===== config.mk =====
export PLATFORM = sky130hd
export DESIGN_NAME = pbk_queue
export DESIGN_NICKNAME = d
export VERILOG_FILES = /design/src/rtl/pbk_pkg.sv /design/src/rtl/pbk_queue.sv
export SDC_FILE = /design/constraint.sdc
export NUM_CORES = 1
export LEC_CHECK = 0
export ABC_AREA = 0
export BUFFER_PORTS_ARGS = -buffer_cell sky130_fd_sc_hd__clkbuf_2
export CORE_ASPECT_RATIO = 0.8
export CORE_MARGIN = 5
export CORE_UTILIZATION = 44
export DETAILED_ROUTE_END_ITERATION = 8
export HOLD_SLACK_MARGIN = 0.12
export PLACE_DENSITY = 0.75
export SETUP_SLACK_MARGIN = 0.05
export SYNTH_ARGS = -nofsm -noshare
export SYNTH_HDL_FRONTEND = slang
export SYNTH_SLANG_ARGS = --single-unit

===== constraint.sdc =====
create_clock -name clk -period 1.4 [get_ports clk]
set_input_delay 0.14 -clock clk [delete_from_list [all_inputs] [get_ports clk]]
set_output_delay 0.14 -clock clk [all_outputs]
set_load 0.02 [all_outputs]

===== src/rtl/pbk_pkg.sv =====
`timescale 1ns / 1ps

package pbk_pkg;

  // Field widths fixed by the item formats.
  localparam int FRAME_W  = 32;
  localparam int SAMPLE_W = 32;
  localparam int PEAK_W   = 32;
  localparam int RB_W     = 10;

  // Default size of the peak overview and of the front-to-back queue.
  localparam int NUM_BUCKETS_DEF = 1024;
  localparam int QUEUE_DEPTH_DEF = 2;

  // Item mode codes.
  localparam logic MODE_ACCUM = 1'b0;
  localparam logic MODE_READ  = 1'b1;

  // Front end sequencer states.
  typedef enum logic [2:0] {
    F_IDLE,
    F_MUL,
    F_DIV,
    F_PUSH
  } front_state_t;

  // Back end sequencer states.
  typedef enum logic [1:0] {
    B_CLEAR,
    B_IDLE,
    B_LOOKUP
  } back_state_t;

  // Status that the back end reports to the front end.
  typedef struct packed {
    logic clear_done;
  } back_status_t;

endpackage


===== src/rtl/pbk_queue.sv =====
`timescale 1ns / 1ps

module pbk_queue import pbk_pkg::*; #(
  parameter int WIDTH = 8,
  parameter int DEPTH = QUEUE_DEPTH_DEF
) (
  input  logic             clk,
  input  logic             rst_n,
  input  logic             push_valid,
  output logic             push_ready,
  input  logic [WIDTH-1:0] push_data,
  output logic             pop_valid,
  input  logic             pop_ready,
  output logic [WIDTH-1:0] pop_data
);

  localparam int PTRW = (DEPTH > 1) ? $clog2(DEPTH) : 1;
  localparam int CNTW = $clog2(DEPTH + 1);

  logic [WIDTH-1:0] store_r [DEPTH];
  logic [PTRW-1:0]  wr_ptr_r;
  logic [PTRW-1:0]  rd_ptr_r;
  logic [CNTW-1:0]  count_r;
  logic             do_push;
  logic             do_pop;

  assign push_ready = (count_r != CNTW'(DEPTH));
  assign pop_valid  = (count_r != '0);
  assign pop_data   = store_r[rd_ptr_r];
  assign do_push    = push_valid && push_ready;
  assign do_pop     = pop_valid && pop_ready;

  // Entry storage.
  always_ff @(posedge clk) begin
    if (do_push) begin
      store_r[wr_ptr_r] <= push_data;
    end
  end

  // Pointers and fill count, wrapping at the depth.
  always_ff @(posedge clk) begin
    if (!rst_n) begin
      wr_ptr_r <= '0;
      rd_ptr_r <= '0;
      count_r  <= '0;
    end else begin
      if (do_push) begin
        wr_ptr_r <= (wr_ptr_r == PTRW'(DEPTH - 1)) ? '0 : wr_ptr_r + 1'b1;
      end
      if (do_pop) begin
        rd_ptr_r <= (rd_ptr_r == PTRW'(DEPTH - 1)) ? '0 : rd_ptr_r + 1'b1;
      end
      if (do_push && !do_pop) begin
        count_r <= count_r + 1'b1;
      end else if (do_pop && !do_push) begin
        count_r <= count_r - 1'b1;
      end
    end
  end

endmodule


=== After elaboration in Yosys (flattened, before gate mapping) ===
Memories as Yosys holds them, arrays and structs flattened. A register that Yosys moved wholly into a read port is not among the register bits.
Cells that the tools add are included.

* $add $sub $neg: 4
* Equal/unequal tests: 1
* Mux-type cells: 8
* Reductions and logical operators: 8

{| class="wikitable"
|+ Operators with widths
! cell !! count
|-
| $mux 1 || 6
|-
| $logic_and 1x1->1 || 4
|-
| $mux 2 || 2
|-
| $reduce_bool 2->1 || 2
|-
| $add 1x1->1 const B || 2
|-
| $add 2x1->2 const B || 1
|-
| $logic_not 1->1 || 2
|-
| $ne 2x2->1 const B || 1
|-
| $sub 2x1->2 const B || 1
|}

* Register bits: 4
* RAM bits: 16
* Input bits: 12
* Output and inout port bits: 10
* Logic and storage cells: 25
* Memories kept: 1

{| class="wikitable"
|+ Memories
! memory !! depth !! bits a word !! read ports !! clocked after Yosys merged registers in !! write ports !! RTL line !! RTL
|-
| store_r || 2 || 8 || 1 || 1 || 1 || pbk_queue.sv:20 || <nowiki>logic [WIDTH-1:0] store_r [DEPTH];</nowiki>
|}

=== Logic depth before layout (Yosys ltp) ===
Gate-level depths: netlist (run 1).

* Depth in word-level cells: 6
* Mapped depth: 6
* Gate-level depth less buffers: 6

=== Worst setup path after synthesis (run 1) ===
No wires, ideal clock.

* Kind: flip-flop to flip-flop
* From: reg count_r[0]
* To: reg count_r[1]
* Setup time: 70 ps
* Data arrival time: 1454 ps
* Data required time: 1330 ps
* Slack: -124 ps
* Stages on the path, launching flop included: 6
* Path buffers: 0
* Period minus slack after synthesis: 1524 ps
* Path through: dfxtp_1 > nand2b_4 > and2_1 > ha_1 > or3_1 > a21oi_1

* Word-level cells in the longest chain between the ends: 5
* Elaborated cells on any way between the ends: 13
* Those cells by class: add/sub: 2; eq/ne: 1; mux: 2; reduce/logical: 8

{| class="wikitable"
|+ RTL lines
! what !! RTL line !! RTL
|-
| start: declaration || pbk_queue.sv:23 || <nowiki>logic [CNTW-1:0] count_r;</nowiki>
|-
| start signal: assignment || pbk_queue.sv:54 || <nowiki>count_r <= count_r + 1'b1;</nowiki>
|-
| start signal: assignment || pbk_queue.sv:56 || <nowiki>count_r <= count_r - 1'b1;</nowiki>
|-
| $ne 2x2->1 (*) || pbk_queue.sv:27 || <nowiki>assign push_ready = (count_r != CNTW'(DEPTH));</nowiki>
|-
| net push_ready || pbk_queue.sv:10 || <nowiki>output logic push_ready,</nowiki>
|-
| $logic_and 1x1->1 (*) || pbk_queue.sv:30 || <nowiki>assign do_push = push_valid && push_ready;</nowiki>
|-
| $logic_not 1->1 || pbk_queue.sv:55 || <nowiki>end else if (do_pop && !do_push) begin</nowiki>
|-
| $logic_and 1x1->1 || pbk_queue.sv:55 ||
|-
| $reduce_bool 2->1 (no line) || -- ||
|}

The timed path passes the listed nets; every way through them passes the cells marked *. The select of a mux whose other input is x is not followed.
A chain may end at the register's enable or synchronous reset.

=== Worst setup path after layout (run 1) ===
* From: reg count_r[0]
* To: reg count_r[1]

* Word-level cells in the longest chain between the ends: 5
* Elaborated cells on any way between the ends: 13
* Those cells by class: add/sub: 2; eq/ne: 1; mux: 2; reduce/logical: 8

{| class="wikitable"
|+ RTL lines
! what
|-
| branches (longest 5 deep; another with $sub 2x1->2)
|}

Parallel ways; which one is timed is not known. The select of a mux whose other input is x is not followed.

==> results.sh, run 1 <==
export IMPL_outcome="complete, but fails checks"
export IMPL_violations="negative setup slack"
export IMPL_clkTransAtPathRegs_ps=110
export IMPL_avgRoutedWirePerCell_um=14.8
export IMPL_maxSlewViolCount=0
export IMPL_port_buffers=21
export IMPL_start_kind="flip-flop"
export IMPL_synth_net_count=63
export IMPL_htreeDepth=1
export IMPL_yosysSeqAreaShare_pct=71.7
export IMPL_grt_pass1_wl_mm=2.44
export IMPL_arrival_ps=1690
export IMPL_critical_path_required_ps=1640
export IMPL_holdWs_ps=130
export IMPL_synth_seq_cells=21
export IMPL_whs_path_depth=3
export IMPL_dp_slack_ps=-52.6
export IMPL_worstSkewPairLatency_ps=300
export IMPL_route_detailed_drc=0
export IMPL_hold_viol=0
export IMPL_period_needed_ps=1450
export IMPL_yosysWarnings=0
export IMPL_rsz0062_at_grt="true"
export IMPL_cts_tree="done"
export IMPL_crit_type="reg2reg"
export IMPL_dr_pass1_iters=4
export IMPL_clock_skew_ps=0.726
export IMPL_relSlewSlack_pct=84.3
export IMPL_slowest_stage="dfxtp_2"
export IMPL_grt_overflow=0
export IMPL_layout_drive_gt1_share_pct=57.0
export IMPL_p_per_area_nw_per_um2=1770
export IMPL_antenna_found_initial=0
export IMPL_r2r_start="count_r[0]"
export IMPL_placed_cell_area_um2=976
export IMPL_grt_max_degree=13
export IMPL_end_kind="flip-flop"
export IMPL_hold_path_class="in2reg"
export IMPL_syn_inst=50
export IMPL_vdd_ir_drop_max_mv=1.44
export IMPL_postRouteAntennaNets=0
export IMPL_post_dp_hpwl_mm=1.02
export IMPL_drt_wl_total_mm=1.60
export IMPL_fin_ws_ps=-54.6
export IMPL_critPathMaxFanout=3
export IMPL_start_util_pct=47.9
export IMPL_ff2ff_path_depth=6
export IMPL_power_leakage_nw=0.508
export IMPL_top_layer="met4"
export IMPL_areaGrowthSynthToFinish_pct=51.6
export IMPL_setup_viol=1
export IMPL_finalCritPeriodShare_pct=104
export IMPL_cts_buffer_depth=2
export IMPL_io_pin_count=22
export IMPL_first_global_vias=537
export IMPL_die_w_um=58.0
export IMPL_die_area_um2=2800
export IMPL_wl_met2_um=910
export IMPL_critical_path_max_stage_delay_ps=350
export IMPL_core_area_um2=1690
export IMPL_die_y_um=48.4
export IMPL_diodes=0
export IMPL_layout_nets=100
export IMPL_drv_cap=0
export IMPL_rrSetupSlack_ps=-50
export IMPL_fill_cells=112
export IMPL_design_area_um2=1230
export IMPL_cts_inserted_buffers=3
export IMPL_drtIter0Drc=8
export IMPL_grt_usage_pct=11.7
export IMPL_clock_root_buffer="clkbuf_4"
export IMPL_r2r_end="count_r[1]"
export IMPL_cts_sinks=21
export IMPL_vias=516
export IMPL_max_freq_ghz=0.687
export IMPL_met3_length_um=91
export IMPL_m1WireLength_um=577
export IMPL_ys_types=17
export IMPL_worst_slew_pin_slew_ps=233
export IMPL_cp_startpoint="count_r[0]"
export IMPL_avgSynthCellArea_um2=16.2
export IMPL_place_congestion=0.671
export IMPL_crit_end="count_r[1]"
export IMPL_num_rows=13
export IMPL_crit_path_cell_trace="nand2b_4 -> and2_4 -> ha_4 -> xor2_1 -> or3_1 -> a21oi_2"
export IMPL_vias_per_cell=4.78
export IMPL_syn_area_um2=810
final cells by class:
class                           instances  area, µm²  share of cell area, %
Sequential cell                        21        587                   47.8
Clock buffer                            3       22.5                   1.83
Multi-Input combinational cell         26        270                   22.0
Tap cell                               22       27.5                   2.24
Inverter                                2       7.51                  0.612
Clock inverter                          1       5.00                  0.408
Timing Repair Buffer                   33        308                   25.1
sequential cells by signal, summed over array words and instances, names as in the netlist, named ones only:
| register | cells |
|---|---|
| wr_ptr_r | 1 |
| store_r | 16 |
| rd_ptr_r | 1 |
| count_r | 2 |
per-layer routing:
metal | vias to the layer above | GRT usage, %
met5 | - | 0
met4 | 0 | 3.47
met3 | 2 | 3.97
met2 | 19 | 21.4
met1 | 241 | 12.3
li1 | 254 | -
synthesized netlist by cell type:
cell type / count / area (µm²)
dfxtp_1: 5 / 100
nand2b_4: 1 / 13.8
nand3b_1: 1 / 7.51
o21ai_0: 2 / 10.0
and3_1: 1 / 6.26
or3_1: 1 / 6.26
xor2_1: 3 / 26.3
mux2_2: 8 / 90.1
a21oi_1: 2 / 10.0
and2_1: 1 / 6.26
a21bo_2: 1 / 10.0
ha_1: 1 / 12.5
buf_2: 1 / 5.00
nor2_1: 3 / 11.3
edfxtp_1: 16 / 480
or2_2: 1 / 6.26
inv_1: 2 / 7.51
kinds of logic (layout without fill, tap and decap cells):
group,count (synthesis),in the layout,synth area share [%]
flip-flops,21,21,71.7
AND/OR/NAND/NOR,9,9,7.11
multiplexers,8,8,11.1
AO/OA/AOI/OAI,5,5,3.71
XOR/XNOR,3,3,3.25
buffers and inverters,3,39,1.55
adder cells (fa/ha/maj),1,1,1.55
critical path, delay by kind of cell, from the launching register on:
family / cells / cell delay, ps
and+or+nand+nor: 3 / 630
adders and majority gates: 1 / 150
DFF: 1 / 350
xor gates and xnor gates: 1 / 150
AOI/OAI and AO/OA: 1 / 120
timing repair:
action / CTS / global route
hold buffers: 8 / 0
gates resized for setup: 27 / 18
setup endpoints to repair: 10 / 27
hold endpoints to repair: 16 / 0
buffers inserted: 1 / 0
how the worst min path moves through the flow:
stage                      start            end  slack [ps]
floorplan           push_data[0]  store_r[0][0]         240
global placement    push_data[1]  store_r[0][1]         330
detailed placement  push_data[2]  store_r[0][2]         330
CTS                        rst_n      flip-flop         120
global route               rst_n     count_r[1]         130
finish                     rst_n     count_r[1]         130
cells in the final DEF, fill, tap and decap left out:
cell / count
edfxtp_1: 16
clkbuf_2: 11
mux2_4: 8
dlygate4sd3_1: 8
buf_8: 8
buf_4: 4
xor2_1: 3
nor2_1: 3
clkbuf_4: 3
dfxtp_2: 2
buf_6: 2
dfxtp_1: 2
or2_2: 1
nand2b_4: 1
and2_4: 1
inv_1: 1
o21ai_2: 1
and3_2: 1
nand3b_1: 1
inv_2: 1
a21bo_2: 1
a21oi_1: 1
o21ai_0: 1
or3_1: 1
a21oi_2: 1
ha_4: 1
dfxtp_4: 1
clkinv_2: 1
where the power goes:
part           switching (mW)  internal, mW
sequential             0.0965         0.803
clock                   0.173         0.106
combinational           0.418         0.579
stage by stage:
stage / std cells / power (mW) / utilization, % / setup TNS [ps]
global placement: 95 / 1.53 / 57.7 / 0
floorplan: 50 / 1.34 / - / 0
global route: 108 / 2.28 / 72.6 / -120
finish: 108 / 2.18 / 72.6 / -54.6
detailed placement: 95 / 1.57 / 57.7 / -52.6
CTS: 108 / 2.08 / 70.7 / -36.0
Power figures use the tool's default switching activity.
==> run 2, diff against run 1 <==
- CAP_MARGIN: default -> 10
- CORE_ASPECT_RATIO: 0.8 -> default
==> run 2 against run 1 <==
Largest power group is now registers. The flow still finishes with violations (negative setup slack). Core utilization fell by 3.7 points. Sequential share of layout area up 1.0 points. Sequential power grew 0.7%. Sequential cell count did not move. Highest routed layer unchanged. Clock-buffer cell count up 1. Critical endpoint unchanged. Combinational power down 12%.
==> results.sh, run 2 (same netlist as run 1, synthesis figures left out) <==
export IMPL_largest_reg_flops=16
export IMPL_start_util_pct=46.4
export IMPL_critPathMaxFanout=5
export IMPL_clock_skew_ps=2.94
export IMPL_outcome="complete, but fails checks"
export IMPL_cp_startpoint="count_r[0]"
export IMPL_dp_cells=98
export IMPL_fin_ws_ps=-35.4
export IMPL_route_detailed_drc=0
export IMPL_end_kind="flip-flop"
export IMPL_first_global_vias=550
export IMPL_vias=506
export IMPL_slowest_stage="dfxtp_2"
export IMPL_top_regs="store_r: 16 flops, count_r: 2 flops"
export IMPL_grt_pass1_wl_mm=2.14
export IMPL_die_w_um=52.9
export IMPL_worst_slew_pin_slew_ps=370
export IMPL_rsz0062_at_grt="true"
export IMPL_die_area_um2=2800
export IMPL_antenna_found_initial=0
export IMPL_final_common_cell="edfxtp_1"
export IMPL_max_freq_ghz=0.697
export IMPL_hold_path_class="in2reg"
export IMPL_r2r_start="count_r[0]"
export IMPL_crit_path_cell_trace="nand2b_4 -> and2_4 -> ha_4 -> xor2_1 -> or3_1 -> a21oi_1"
export IMPL_cts_sinks=21
export IMPL_r2r_end="count_r[1]"
export IMPL_grt_max_degree=12
export IMPL_tns_ps=-35.4
export IMPL_start_kind="flip-flop"
export IMPL_rrSetupSlack_ps=-40
export IMPL_htreeDepth=1
export IMPL_vias_per_cell=4.60
export IMPL_clkTransAtPathRegs_ps=100
export IMPL_port_buffers=21
export IMPL_power_leakage_nw=0.495
export IMPL_layout_drive_gt1_share_pct=52.9
export IMPL_hold_viol=0
export IMPL_drv_cap=0
export IMPL_grt_usage_pct=11.0
export IMPL_holdWs_ps=130
export IMPL_crit_type="reg2reg"
export IMPL_num_rows=15
export IMPL_critical_path_max_stage_delay_ps=370
export IMPL_hp_start="rst_n"
export IMPL_whs_path_depth=3
export IMPL_arrival_ps=1660
export IMPL_dr_pass1_iters=4
export IMPL_cts_buffer_depth=2
export IMPL_postRouteAntennaNets=0
export IMPL_setup_viol=1
export IMPL_worstSkewPairLatency_ps=290
export IMPL_core_area_um2=1750
export IMPL_die_y_um=52.9
export IMPL_finalCritPeriodShare_pct=103
export IMPL_grt_overflow=0
export IMPL_fin_cells=110
export IMPL_ff2ff_path_depth=6
export IMPL_diodes=0
export IMPL_top_register="store_r"
export IMPL_layout_common_cells="16 x edfxtp_1, 13 x clkbuf_2, 8 x mux2_4, 8 x dlygate4sd3_1, 7 x buf_8"
export IMPL_avgRoutedWirePerCell_um=12.4
export IMPL_crit_buf_inv=0
export IMPL_areaGrowthSynthToFinish_pct=48.4
export IMPL_maxSlewViolCount=0
export IMPL_critical_path_required_ps=1630
export IMPL_p_total_mw=2.06
export IMPL_fin_util_pct=68.8
export IMPL_layout_nets=99
export IMPL_period_needed_ps=1440
export IMPL_crit_family="simple AND/OR/NAND/NOR gates"
export IMPL_vdd_ir_drop_max_mv=1.16
export IMPL_drt_wl_total_mm=1.36
export IMPL_p_per_area_nw_per_um2=1710
export IMPL_violations="negative setup slack"
export IMPL_relSlewSlack_pct=75.3
export IMPL_place_congestion=0.605
export IMPL_cts_inserted_buffers=3
export IMPL_cts_tree="done"
export IMPL_clock_root_buffer="clkbuf_4"
export IMPL_drtIter0Drc=4
export IMPL_io_pin_count=22
## run 2: changes by cell type in the layout (fill, tap and decap cells not counted), sizes merged
cell and change:
buf -3, clkbuf +3, clkinv -1
## run 2: worst max path at each step
stage / to / slack (ps) / cells after the start
global route: count_r[1] / -80 / 6
detailed placement: count_r[1] / -20 / 4
global placement: count_r[1] / 20 / 6
CTS: count_r[1] / -40 / 6
floorplan: count_r[1] / 3 / 6
finish: count_r[1] / -40 / 6
## run 2: layout make-up
class,count,area (µm²)
Timing Repair Buffer,32,284
Sequential cell,21,587
Multi-Input combinational cell,26,265
Fill cell,119,544
Tap cell,25,31.3
Inverter,2,7.51
Clock buffer,4,26.3
## run 2: worst reg2reg max path: cells and delay by family, from the launching register on
family	cells	cell delay [ps]
compound gates	1	120
fa+ha+maj	1	150
flops	1	370
simple gates	3	600
xor+xnor	1	140
## run 2: power breakdown
group	switching (mW)	internal [mW]
sequential	0.103	0.803
clock	0.164	0.111
combinational	0.369	0.509
## run 2: routing by layer
| metal | track usage, % | part of all wire, % | up-vias |
|---|---|---|---|
| met5 | 0 | 0 | - |
| met4 | 7.66 | 2.9 | 0 |
| met3 | 3.10 | 7.5 | 5 |
| met2 | 19.2 | 51 | 18 |
| met1 | 11.3 | 39 | 230 |
| li1 | - | - | 253 |
## run 2: stage by stage
stage	worst slack (ps)	instance area [µm²]
3_5_place_dp	-15.4	980
3_3_place_gp	24.7	980
2_1_floorplan	2.74	826
5_1_grt	-84.7	1200
6_report	-35.4	1200
4_1_cts	-39.5	1180
## run 2: what timing repair did
item	4_1_cts	5_1_grt
buffers inserted	0	0
resized for setup	26	11
cloned	0	0
hold endpoints to repair	16	0
hold buffers	8	0
endpoints found under the setup margin	9	10
==> run 3, diff against run 2 <==
- SETUP_SLACK_MARGIN: 0.05 -> default
==> run 3 against run 2 <==
The run still ends with negative setup slack left. Sequential power fell by 1%. Clock-buffer cell count did not move. Global-route usage rose by 1.5 points. Hold slack improved by 37 ps. Final cell count rose by 1.8%. Fmax fell by 1.6%. Largest cell class unchanged. Cell area fell by 4.3%. First-iteration DRC count fell by 75%. Clock power fell by 2%. Sequential share of layout area rose by 2.4 points.
==> results.sh, run 3 (same netlist as run 1, synthesis figures left out) <==
export IMPL_power_internal_mw=1.34
export IMPL_multiInputGateArea_um2=259
export IMPL_postRouteAntennaNets=0
export IMPL_critPathMaxFanout=3
export IMPL_drv_cap=0
export IMPL_p_per_area_nw_per_um2=1710
export IMPL_avgRoutedWirePerCell_um=13.6
export IMPL_power_frac_comb_pct=40.8
export IMPL_vdd_ir_drop_max_mv=1.15
export IMPL_areaGrowthSynthToFinish_pct=42.0
export IMPL_relSlewSlack_pct=78.2
export IMPL_clock_skew_ps=3.69
export IMPL_route_detailed_drc=0
export IMPL_post_dp_hpwl_mm=1.08
export IMPL_drt_wl_total_mm=1.52
export IMPL_regArea_um2=589
export IMPL_maxSlewViolCount=0
export IMPL_p_total_mw=1.97
export IMPL_power_leakage_nw=0.466
export IMPL_cts_tree="done"
export IMPL_die_w_um=52.9
export IMPL_period_needed_ps=1460
export IMPL_drtIter0Drc=1
export IMPL_layout_drive_gt1_share_pct=55.2
export IMPL_seqPwrFrac_pct=45.5
export IMPL_place_congestion=0.658
export IMPL_grt_usage_pct=12.5
export IMPL_hold_path_class="in2reg"
export IMPL_grt_overflow=0
export IMPL_final_common_cell="edfxtp_1"
export IMPL_critical_path_required_ps=1620
export IMPL_core_area_um2=1750
export IMPL_dp_slack_ps=-53.3
export IMPL_cts_inserted_buffers=3
export IMPL_switchingPower_mw=0.628
export IMPL_grt_pass1_wl_mm=2.44
export IMPL_crit_buf_inv=0
export IMPL_hold_viol=0
export IMPL_max_freq_ghz=0.685
export IMPL_setup_viol=1
export IMPL_end_kind="flip-flop"
export IMPL_die_y_um=52.9
export IMPL_clock_root_buffer="clkbuf_4"
export IMPL_dr_pass1_iters=4
export IMPL_start_util_pct=46.4
export IMPL_antenna_found_initial=0
export IMPL_layout_nets=101
export IMPL_worstSkewPairLatency_ps=290
export IMPL_io_pin_count=22
export IMPL_holdWs_ps=167
export IMPL_outcome="complete, but fails checks"
export IMPL_top_regs="store_r: 16 flops, count_r: 2 flops"
export IMPL_slowest_stage="dfxtp_4"
export IMPL_finalCritPeriodShare_pct=104
export IMPL_violations="negative setup slack"
export IMPL_tns_ps=-59.3
export IMPL_worst_slew_pin_slew_ps=326
export IMPL_vias_per_cell=4.53
export IMPL_num_rows=15
export IMPL_clkTransAtPathRegs_ps=100
export IMPL_rrSetupSlack_ps=-60
export IMPL_crit_type="reg2reg"
export IMPL_critical_path_max_stage_delay_ps=360
export IMPL_die_area_um2=2800
export IMPL_layout_common_cells="16 x edfxtp_1, 15 x clkbuf_2, 9 x dlygate4sd3_1"
export IMPL_crit_family="simple AND/OR/NAND/NOR gates"
export IMPL_fin_ws_ps=-59.3
export IMPL_swShare_pct=31.9
export IMPL_fin_util_pct=65.9
export IMPL_fill_cells=139
export IMPL_first_global_vias=589
export IMPL_rsz0062_at_grt="true"
export IMPL_start_kind="flip-flop"
export IMPL_grt_max_degree=12
export IMPL_largest_reg_flops=16
export IMPL_cts_buffer_depth=2
export IMPL_vias=507
export IMPL_diodes=0
export IMPL_top_register="store_r"
export IMPL_pwr_share_clk_pct=13.7
export IMPL_arrival_ps=1680
export IMPL_cts_sinks=21
export IMPL_port_buffers=21
export IMPL_crit_path_cell_trace="nand2b_4 -> and2_4 -> ha_4 -> xor2_2 -> or3_4 -> a21oi_2"
export IMPL_htreeDepth=1
## run 3: changes by cell type in the layout (fill, tap and decap cells not counted), sizes merged
cell and delta:
buf -1, clkbuf +2, dlygate4sd3 +1
## run 3: final cells by class
cell class	instances	share of cell area, %
sequential	21	51.3
tap	25	2.72
inverter	2	0.653
multi-input combinational	26	22.5
timing repair buffer	34	20.6
clock buffer	4	2.29
## run 3: through the flow
stage               instance area, µm²  cells
finish                            1150    112
global route                      1150    112
CTS                               1120    112
detailed placement                 980     98
global placement                   980     98
floorplan                          826     50
## run 3: final timing paths
| check | depth (start not counted) | to | from |
|---|---|---|---|
| max | 6 | count_r[1] | count_r[0] |
| min | 3 | wr_ptr_r | push_valid |
| max reg2reg | 6 | count_r[1] | count_r[0] |
| min reg2reg | 2 | flip-flop | rd_ptr_r |
## run 3: timing repair
action | in CTS | in global routing
hold buffers | 9 | 0
setup buffers | 1 | 0
endpoints found under the setup margin | 9 | 4
hold endpoints to repair | 17 | 0
resized for setup | 6 | 14
## run 3: worst reg2reg max path, cell delays in order (launching register included)
cell	delay, ps
dfxtp_4	360
nand2b_4	140
and2_4	140
ha_4	160
xor2_2	150
or3_4	330
a21oi_2	120
## run 3: layer usage
layer / up-vias / track usage (%) / wire [µm]
met2: 16 / 25.8 / 868
met3: 0 / 2.82 / 79
li1: 254 / - / -
met5: - / 0 / 0
met1: 237 / 11.8 / 574
met4: 0 / 3.83 / 0
## run 3: power groups by stage
stage / sequential [mW] / clock (mW) / combinational, mW
after floorplan: 0.851 / 0 / 0.486
after global placement: 0.885 / 0 / 0.630
after detailed placement: 0.897 / 0 / 0.657
after CTS: 0.893 / 0.284 / 0.730
after global routing: 0.912 / 0.312 / 0.875
final: 0.895 / 0.269 / 0.803
